## src/rtl/rule_chain_value_transform_core_defines.svh

```systemverilog
// ---------------------------------------------------------------------------
// Rule chain value transform: assertion macros
// Shared concurrent assertion forms, clocked on clock, disabled in reset.
// ---------------------------------------------------------------------------
`ifndef RULE_CHAIN_VALUE_TRANSFORM_CORE_DEFINES_SVH
`define RULE_CHAIN_VALUE_TRANSFORM_CORE_DEFINES_SVH

// consequent checked in the same cycle
`define RCVT_ASSERT_SAME(lbl, ante, cons, msg) \
   lbl: assert property (@(posedge clock) disable iff (reset) (ante) |-> (cons)) else $error(msg);

// consequent checked in the next cycle
`define RCVT_ASSERT_NEXT(lbl, ante, cons, msg) \
   lbl: assert property (@(posedge clock) disable iff (reset) (ante) |=> (cons)) else $error(msg);

`endif

```

## src/rtl/rcvt_pkg.sv

```systemverilog
// ---------------------------------------------------------------------------
// Rule chain value transform package
// Operation and rule kind codes, register indexes, control/status types.
// ---------------------------------------------------------------------------
`default_nettype none

package rcvt_pkg;

   localparam logic [2:0] OP_BIND  = 3'd0;
   localparam logic [2:0] OP_RULE  = 3'd1;
   localparam logic [2:0] OP_SET   = 3'd2;
   localparam logic [2:0] OP_EVAL  = 3'd3;
   localparam logic [2:0] OP_FETCH = 3'd4;

   localparam logic [4:0] KIND_SRA_C = 5'd0;
   localparam logic [4:0] KIND_INV   = 5'd1;
   localparam logic [4:0] KIND_SUB_C = 5'd2;
   localparam logic [4:0] KIND_ADD_C = 5'd3;
   localparam logic [4:0] KIND_SHL_C = 5'd4;
   localparam logic [4:0] KIND_AND_C = 5'd5;
   localparam logic [4:0] KIND_OR_C  = 5'd6;
   localparam logic [4:0] KIND_SRA_B = 5'd9;
   localparam logic [4:0] KIND_SUB_B = 5'd10;
   localparam logic [4:0] KIND_ADD_B = 5'd11;
   localparam logic [4:0] KIND_SHL_B = 5'd12;
   localparam logic [4:0] KIND_AND_B = 5'd13;
   localparam logic [4:0] KIND_OR_B  = 5'd14;
   localparam logic [4:0] KIND_MUL_C = 5'd15;
   localparam logic [4:0] KIND_DIV_C = 5'd16;
   localparam logic [4:0] KIND_MUL_B = 5'd17;
   localparam logic [4:0] KIND_DIV_B = 5'd18;
   localparam logic [4:0] KIND_B15   = 5'd19;
   localparam logic [4:0] KIND_REM_B = 5'd20;
   localparam logic [4:0] KIND_REM_C = 5'd21;
   localparam logic [4:0] KIND_ABS   = 5'd22;
   localparam logic [4:0] KIND_NEG   = 5'd23;

   localparam logic [3:0] CSR_ACTIVE_SLOTS = 4'd0;
   localparam logic [3:0] CSR_ACTIVE_RULES = 4'd1;

   localparam int unsigned VAR_BASE  = 257;
   localparam int unsigned BYTE_MAX  = 255;
   localparam logic [31:0] BIT15     = 32'b1000000000000000;
   localparam logic [31:0] BYTE_MASK = 32'hFF;
   localparam int unsigned DIV_STEPS = 32;

   typedef struct packed {
      logic [8:0]  var_num;
      logic [15:0] dev;
      logic [4:0]  kind;
      logic [31:0] arg;
   } rule_type;

   typedef struct packed {
      logic load_req;
      logic bind_wr;
      logic rule_wr;
      logic slot_rd;
      logic slot_search;
      logic byte_rd_own;
      logic set_rerr;
      logic set_found;
      logic store_wr;
      logic take_id;
      logic rule_rd;
      logic b_rd;
      logic exec;
      logic div_start;
      logic div_take;
      logic idx_inc;
      logic clr_wr;
      logic rsp_load;
   } cmd_type;

   typedef struct packed {
      logic [2:0] op;
      logic       slot_ok;
      logic       var_ok;
      logic       slots_none;
      logic       slot_last;
      logic       slot_match;
      logic       rules_none;
      logic       rule_last;
      logic       rule_hit;
      logic       div_go;
      logic       div_done;
      logic       div_busy;
      logic       clr_last;
   } stat_type;

endpackage

`default_nettype wire

```

## src/rtl/rcvt_ctrl.sv

```systemverilog
// ---------------------------------------------------------------------------
// Rule chain value transform controller
// Sequences store clearing, request decode, slot search and the rule walk.
// ---------------------------------------------------------------------------
`default_nettype none

module rcvt_ctrl (
   input  wire logic               clock,
   input  wire logic               reset,
   input  wire logic               req_valid,
   output logic                    req_ready,
   output logic                    rsp_valid,
   input  wire logic               rsp_ready,
   input  wire rcvt_pkg::stat_type st,
   output rcvt_pkg::cmd_type       cmd
);
   import rcvt_pkg::*;

   localparam logic [3:0] ST_CLEAR  = 4'd0;
   localparam logic [3:0] ST_IDLE   = 4'd1;
   localparam logic [3:0] ST_DECODE = 4'd2;
   localparam logic [3:0] ST_SR_RD  = 4'd3;
   localparam logic [3:0] ST_SR_CMP = 4'd4;
   localparam logic [3:0] ST_EV_INI = 4'd5;
   localparam logic [3:0] ST_RU_RD  = 4'd6;
   localparam logic [3:0] ST_RU_CHK = 4'd7;
   localparam logic [3:0] ST_RU_EXE = 4'd8;
   localparam logic [3:0] ST_RU_DIV = 4'd9;
   localparam logic [3:0] ST_FIN    = 4'd10;

   logic [3:0] state_ff, state_in;
   logic       rsp_valid_ff, rsp_valid_in;

   always_comb begin
      state_in = state_ff;
      cmd      = '0;

      case (state_ff)
         ST_CLEAR: begin
            cmd.clr_wr = 1'b1;
            if (st.clr_last) begin
               state_in = ST_IDLE;
            end
         end
         ST_IDLE: begin
            if (req_valid) begin
               cmd.load_req = 1'b1;
               state_in     = ST_DECODE;
            end
         end
         ST_DECODE: begin
            case (st.op)
               OP_BIND: begin
                  cmd.bind_wr = 1'b1;
                  state_in    = ST_FIN;
               end
               OP_RULE: begin
                  cmd.rule_wr = 1'b1;
                  state_in    = ST_FIN;
               end
               OP_SET: begin
                  state_in = st.slots_none ? ST_FIN : ST_SR_RD;
               end
               OP_EVAL, OP_FETCH: begin
                  if (st.op == OP_FETCH && !st.var_ok) begin
                     cmd.set_rerr = 1'b1;
                     state_in     = ST_FIN;
                  end else begin
                     cmd.slot_rd     = 1'b1;
                     cmd.byte_rd_own = 1'b1;
                     state_in        = ST_EV_INI;
                  end
               end
               default: begin
                  state_in = ST_FIN;
               end
            endcase
         end
         ST_SR_RD: begin
            cmd.slot_rd     = 1'b1;
            cmd.slot_search = 1'b1;
            state_in        = ST_SR_CMP;
         end
         ST_SR_CMP: begin
            if (st.slot_match) begin
               cmd.set_found = 1'b1;
               cmd.store_wr  = 1'b1;
               state_in      = ST_FIN;
            end else if (st.slot_last) begin
               state_in = ST_FIN;
            end else begin
               cmd.idx_inc = 1'b1;
               state_in    = ST_SR_RD;
            end
         end
         ST_EV_INI: begin
            cmd.take_id = 1'b1;
            state_in    = (!st.slot_ok || st.rules_none) ? ST_FIN : ST_RU_RD;
         end
         ST_RU_RD: begin
            cmd.rule_rd = 1'b1;
            state_in    = ST_RU_CHK;
         end
         ST_RU_CHK: begin
            cmd.b_rd = 1'b1;
            if (st.rule_hit) begin
               state_in = ST_RU_EXE;
            end else if (st.rule_last) begin
               state_in = ST_FIN;
            end else begin
               cmd.idx_inc = 1'b1;
               state_in    = ST_RU_RD;
            end
         end
         ST_RU_EXE: begin
            if (st.div_go) begin
               cmd.div_start = 1'b1;
               state_in      = ST_RU_DIV;
            end else begin
               cmd.exec = 1'b1;
               if (st.rule_last) begin
                  state_in = ST_FIN;
               end else begin
                  cmd.idx_inc = 1'b1;
                  state_in    = ST_RU_RD;
               end
            end
         end
         ST_RU_DIV: begin
            if (st.div_done) begin
               cmd.div_take = 1'b1;
               if (st.rule_last) begin
                  state_in = ST_FIN;
               end else begin
                  cmd.idx_inc = 1'b1;
                  state_in    = ST_RU_RD;
               end
            end
         end
         ST_FIN: begin
            // hold the finished request until the output register frees up
            if (!rsp_valid_ff || rsp_ready) begin
               cmd.rsp_load = 1'b1;
               state_in     = ST_IDLE;
            end
         end
         default: begin
            state_in = ST_IDLE;
         end
      endcase

      rsp_valid_in = rsp_valid_ff;
      if (cmd.rsp_load) begin
         rsp_valid_in = 1'b1;
      end else if (rsp_ready) begin
         rsp_valid_in = 1'b0;
      end
   end

   always_ff @(posedge clock) begin
      if (reset) begin
         state_ff     <= ST_CLEAR;
         rsp_valid_ff <= 1'b0;
      end else begin
         state_ff     <= state_in;
         rsp_valid_ff <= rsp_valid_in;
      end
   end

   assign req_ready = (state_ff == ST_IDLE);
   assign rsp_valid = rsp_valid_ff;

endmodule

`default_nettype wire

```

## config.mk

```make
export PLATFORM = sky130hd
export DESIGN_NAME = rcvt_ctrl
export DESIGN_NICKNAME = d
export VERILOG_FILES = /design/src/rtl/rule_chain_value_transform_core_defines.svh /design/src/rtl/rcvt_pkg.sv /design/src/rtl/rcvt_ctrl.sv
export SDC_FILE = /design/constraint.sdc
export NUM_CORES = 1
export LEC_CHECK = 0
export BUFFER_PORTS_ARGS = -buffer_cell sky130_fd_sc_hd__buf_4
export CORE_AREA = 5 5 44 46
export CTS_CLUSTER_DIAMETER = 30
export DETAILED_ROUTE_END_ITERATION = 8
export DIE_AREA = 0 0 49 51
export PLACE_DENSITY = 0.81
export SLEW_MARGIN = 5
export SYNTH_ARGS = -nofsm -noshare
export SYNTH_HDL_FRONTEND = slang
export SYNTH_SLANG_ARGS = --single-unit
```

## constraint.sdc

```tcl
create_clock -name clock -period 3.7 [get_ports clock]
set_clock_uncertainty 0.05 [all_clocks]
set_input_delay 0.555 -clock clock [delete_from_list [all_inputs] [get_ports clock]]
set_output_delay 0.555 -clock clock [all_outputs]
set_load 0.01 [all_outputs]
```

== Word level (Yosys, flattened, before mapping) ==
Cells that the tools add are included.

* Bits in registers: 5
* Bits of input ports: 19
* Output and inout port bits: 20
* Logic and storage cells: 78

* Eq/ne operators: 18
* Muxes and demuxes: 47
* Reductions and logical operators: 11

{| class="wikitable"
|+ Operator list
! operator !! number
|-
| $mux 4 || 12
|-
| $pmux 4 s11 || 1
|-
| $mux 1 || 24
|-
| $eq 4x3->1 const B || 4
|-
| $mux 2 || 7
|-
| $eq 4x4->1 const B || 3
|-
| $eq 4x2->1 const B || 2
|-
| $ne 2x2->1 const B || 4
|-
| $pmux 4 s2 || 1
|-
| $eq 3x2->1 const B || 2
|-
| $eq 4x1->1 const B || 1
|-
| $logic_not 4->1 || 1
|-
| $pmux 1 s4 || 1
|-
| $reduce_and 4->1 || 1
|-
| $eq 3x1->1 const B || 1
|-
| $eq 3x3->1 const B || 1
|-
| $logic_not 1->1 || 3
|-
| $logic_not 3->1 || 1
|-
| $logic_or 1x1->1 || 2
|-
| $pmux 1 s2 || 1
|-
| $reduce_bool 2->1 || 1
|-
| $reduce_or 2->1 || 1
|-
| $logic_and 1x1->1 || 1
|}

== Logic depth before layout (Yosys ltp) ==
* Depth in word-level cells: 5
* Gate-level depth with buffers: 6
* Mapped depth without buffers: 4

== Worst setup path after synthesis ==
Ideal clock, no wire load.

* Kind: reg2out
* From: reg state_ff[0]
* To: out cmd[11] in the netlist's numbering
* Data arrival time: 1446 ps
* Required time: 3095 ps
* Slack: 1649 ps
* Stages on the path, launching flop included: 5
* Buffers on the path: 1
* Cells stage by stage: dfxtp_1 buf_6 or4b_4 or3_4 nor3_2

{| class="wikitable"
|+ RTL lines
! what !! RTL line !! text
|-
| from (decl) || rcvt_ctrl.sv:31 || <nowiki>logic [3:0] state_ff, state_in;</nowiki>
|-
| from (signal assigned) || rcvt_ctrl.sv:165 || <nowiki>state_ff <= state_in;</nowiki>
|-
| to (decl) || rcvt_ctrl.sv:15 || <nowiki>output rcvt_pkg::cmd_type cmd</nowiki>
|}

==> results.py <==
metrics = {
    "logic_synthesis": {
        "ys.flop_type": "dfxtp_1",
        "synthArstFlopShare": 0,
        "synth.area.top_cells": "dfxtp_1 (15%), nor2b_1 (7.7%), a31oi_1 (5.8%)",
        "yosysTopAreaCell": "dfxtp_1",
        "synthXorXnorAreaFrac": 0,
        "synth_area_um2": 649,
        "syn_inst": 93,
        "synth.yosys.seq_area_share": 0.154,
        "synth_top_family_by_area": "simple AND/OR/NAND/NOR gates",
        "synth.most_common_cell": "nor2_1",
        "synth_compound_gate_area_share": 0.224,
        "synth_top_area_share": 0.154,
        "yosys-top-cells-count": "nor2_1 (10), nor2b_1 (8), a31oi_1 (6), nor3_1 (6)",
        "synth-seq-cells": 5,
        "ys_types": 37,
        "synth_mux_area_frac": 0.0154,
        "synth_area_per_cell_um2": 6.98,
        "synthAdderAreaFrac": 0,
        "syn_nets": 112,
        "yosys.area_share.simple": 0.503,
        "synth_warnings": 0,
        "synth_edf_count": 0,
    },
    "cells_and_area": {
        "area_delta_synth_final_pct": 42.4,
        "num_antenna_cells": 0,
        "nFillCells": 153,
        "drive_gt1_frac": 0.365,
        "nets": 146,
    },
    "placement": {
        "dpl.hpwl_um": 1600,
        "gp_congestion": 0.863,
        "io_buffers": 37,
    },
    "sta": {
        "fmax_mhz": 375,
        "min_period_over_period": 0.722,
        "period_needed_ns": 2.67,
        "hold_violations": 0,
        "tightest_slew_ns": 0.559,
        "rsz0062_at_grt": "false",
        "slew_headroom": 0.627,
        "slew_viol_final": 0,
        "setup_viol": 0,
        "tns_ns": 0,
    },
    "power": {
        "powerDensity_mw_per_mm2": 205,
        "vdd_drop_max_mv": 0.139,
        "total_power_uw": 190,
        "leakagePower_uw": 0.000423,
    },
    "floorplan": {
        "fp.coreArea_mm2": 0.00147,
        "io_pins": 39,
        "die_h_um": 51,
        "start_util": 0.441,
        "die-area_mm2": 0.00250,
        "rows": 14,
        "die_width_um": 49,
    },
    "clock_network": {
        "clk_path_buf_depth": 2,
        "root_buffer": "clkbuf_4",
        "cts_tree": "done",
        "cts_inserted_buffers": 3,
        "htreeDepth": 1,
        "cts_hold_buf": 0,
        "worstSkewPairLatency_ns": 0.25,
        "clk_pin_slew_worst_paths_ns": 0.05,
        "cts_sinks": 5,
        "cts_resized": 0,
        "post_cts_buffers": 0,
    },
    "detailed_routing": {
        "routed_wl_um": 2050,
        "vias": 808,
        "viasPerCell": 5.69,
        "first_pass_iters": 4,
        "postRouteAntennaNets": 0,
        "drt_iter0_drc": 11,
        "route.detailed.drc": 0,
        "wl_per_cell_um": 14.4,
    },
    "setup_path": {
        "worst_ep_required_time_ns": 3.09,
        "ff2ff_path_depth": 4,
        "worstSetupPathType": "reg2out",
        "end_kind": "output port",
        "cp_max_fo": 19,
        "startpoint_type": "register",
        "cp.arrival_ns": 2.06,
    },
    "global_route": {
        "grt_pass1_wl_um": 3330,
        "gr-total-overflow": 0,
        "grt.total_usage": 0.163,
        "antenna_found_initial": 0,
        "first_global_vias": 768,
        "grt_max_degree": 20,
    },
    "hold_path": {
        "min_delay_path_depth": 2,
        "hold_path_class": "in2reg",
    },
    "run_status": {
        "outcome": "complete, no violations",
    },
    "job": {
        "cap_viol_max_count": 0,
    },
}
==> cells by family (layout without fill, tap and decap cells) <==
family                 Yosys count  count (layout)
AND/OR/NAND/NOR                 53              53
AO/OA/AOI/OAI                   21              21
buffers and inverters           13              46
flip-flops                       5               5
multiplexers                     1               1
==> layout make-up <==
cell class              count  area (um2)  area share
well taps                  16        20.0      0.0217
multi-input cells          75         482       0.521
repair buffers             37         278       0.300
flip-flops and latches      5         100       0.108
clock buffers               4        26.3      0.0284
inverters                   5        18.8      0.0203
==> registers in the layout, summed over array words and instances (netlist names) <==
name,flops
rsp_valid,1
state_ff,4
==> cells in the final DEF (no fill, tap or decap), drive strengths merged, types with 4 or more instances in the layout <==
cell type	count
buf	37
nor2	10
nor2b	8
nor3	8
a31oi	6
nand2	5
inv	5
dfxtp	5
nand2b	4
and3	4
clkbuf	4
==> per-stage QoR <==
stage / utilization / area (um2) / hold slack (ns) / instances / setup WS, ns
2_1_floorplan: - / 649 / 0.570 / 93 / 1.65
3_3_place_gp: 0.611 / 898 / 0.617 / 138 / 1.32
3_5_place_dp: 0.611 / 898 / 0.625 / 138 / 1.31
4_1_cts: 0.628 / 925 / 0.438 / 142 / 1.03
5_1_grt: 0.628 / 925 / 0.444 / 142 / 0.963
6_report: 0.628 / 925 / 0.443 / 142 / 1.03
==> worst max-delay path, stage by stage (launching register included) <==
cell     delay [ns]
dfxtp_1        0.67
or4b_4         0.55
or3_4          0.35
nor3_2         0.10
buf_4          0.14
==> worst paths after layout <==
kind | start | endpoint | slack [ns]
max | state_ff[1] | cmd[11] | 1.03
min | reset | state_ff[0] | 0.44
max reg2reg | state_ff[1] | state_ff[1] | 1.87
min reg2reg | rsp_valid | rsp_valid | 0.64
==> power breakdown <==
group	switching [uW]	internal [uW]	leakage [uW]
Sequential	8.25	55.9	0.0000406
Combinational	25.6	31.2	0.000367
Clock	27.9	41.1	0.0000150
==> layer usage <==
metal	global-route usage	vias up	wire length [um]	share of wire
met5	0	-	0	0
met4	0.0673	0	23	0.011
met3	0.0291	3	125	0.061
met2	0.300	27	1050	0.51
met1	0.183	372	853	0.42
li1	-	406	-	-
Note: power is estimated with default switching activity, not from simulation.
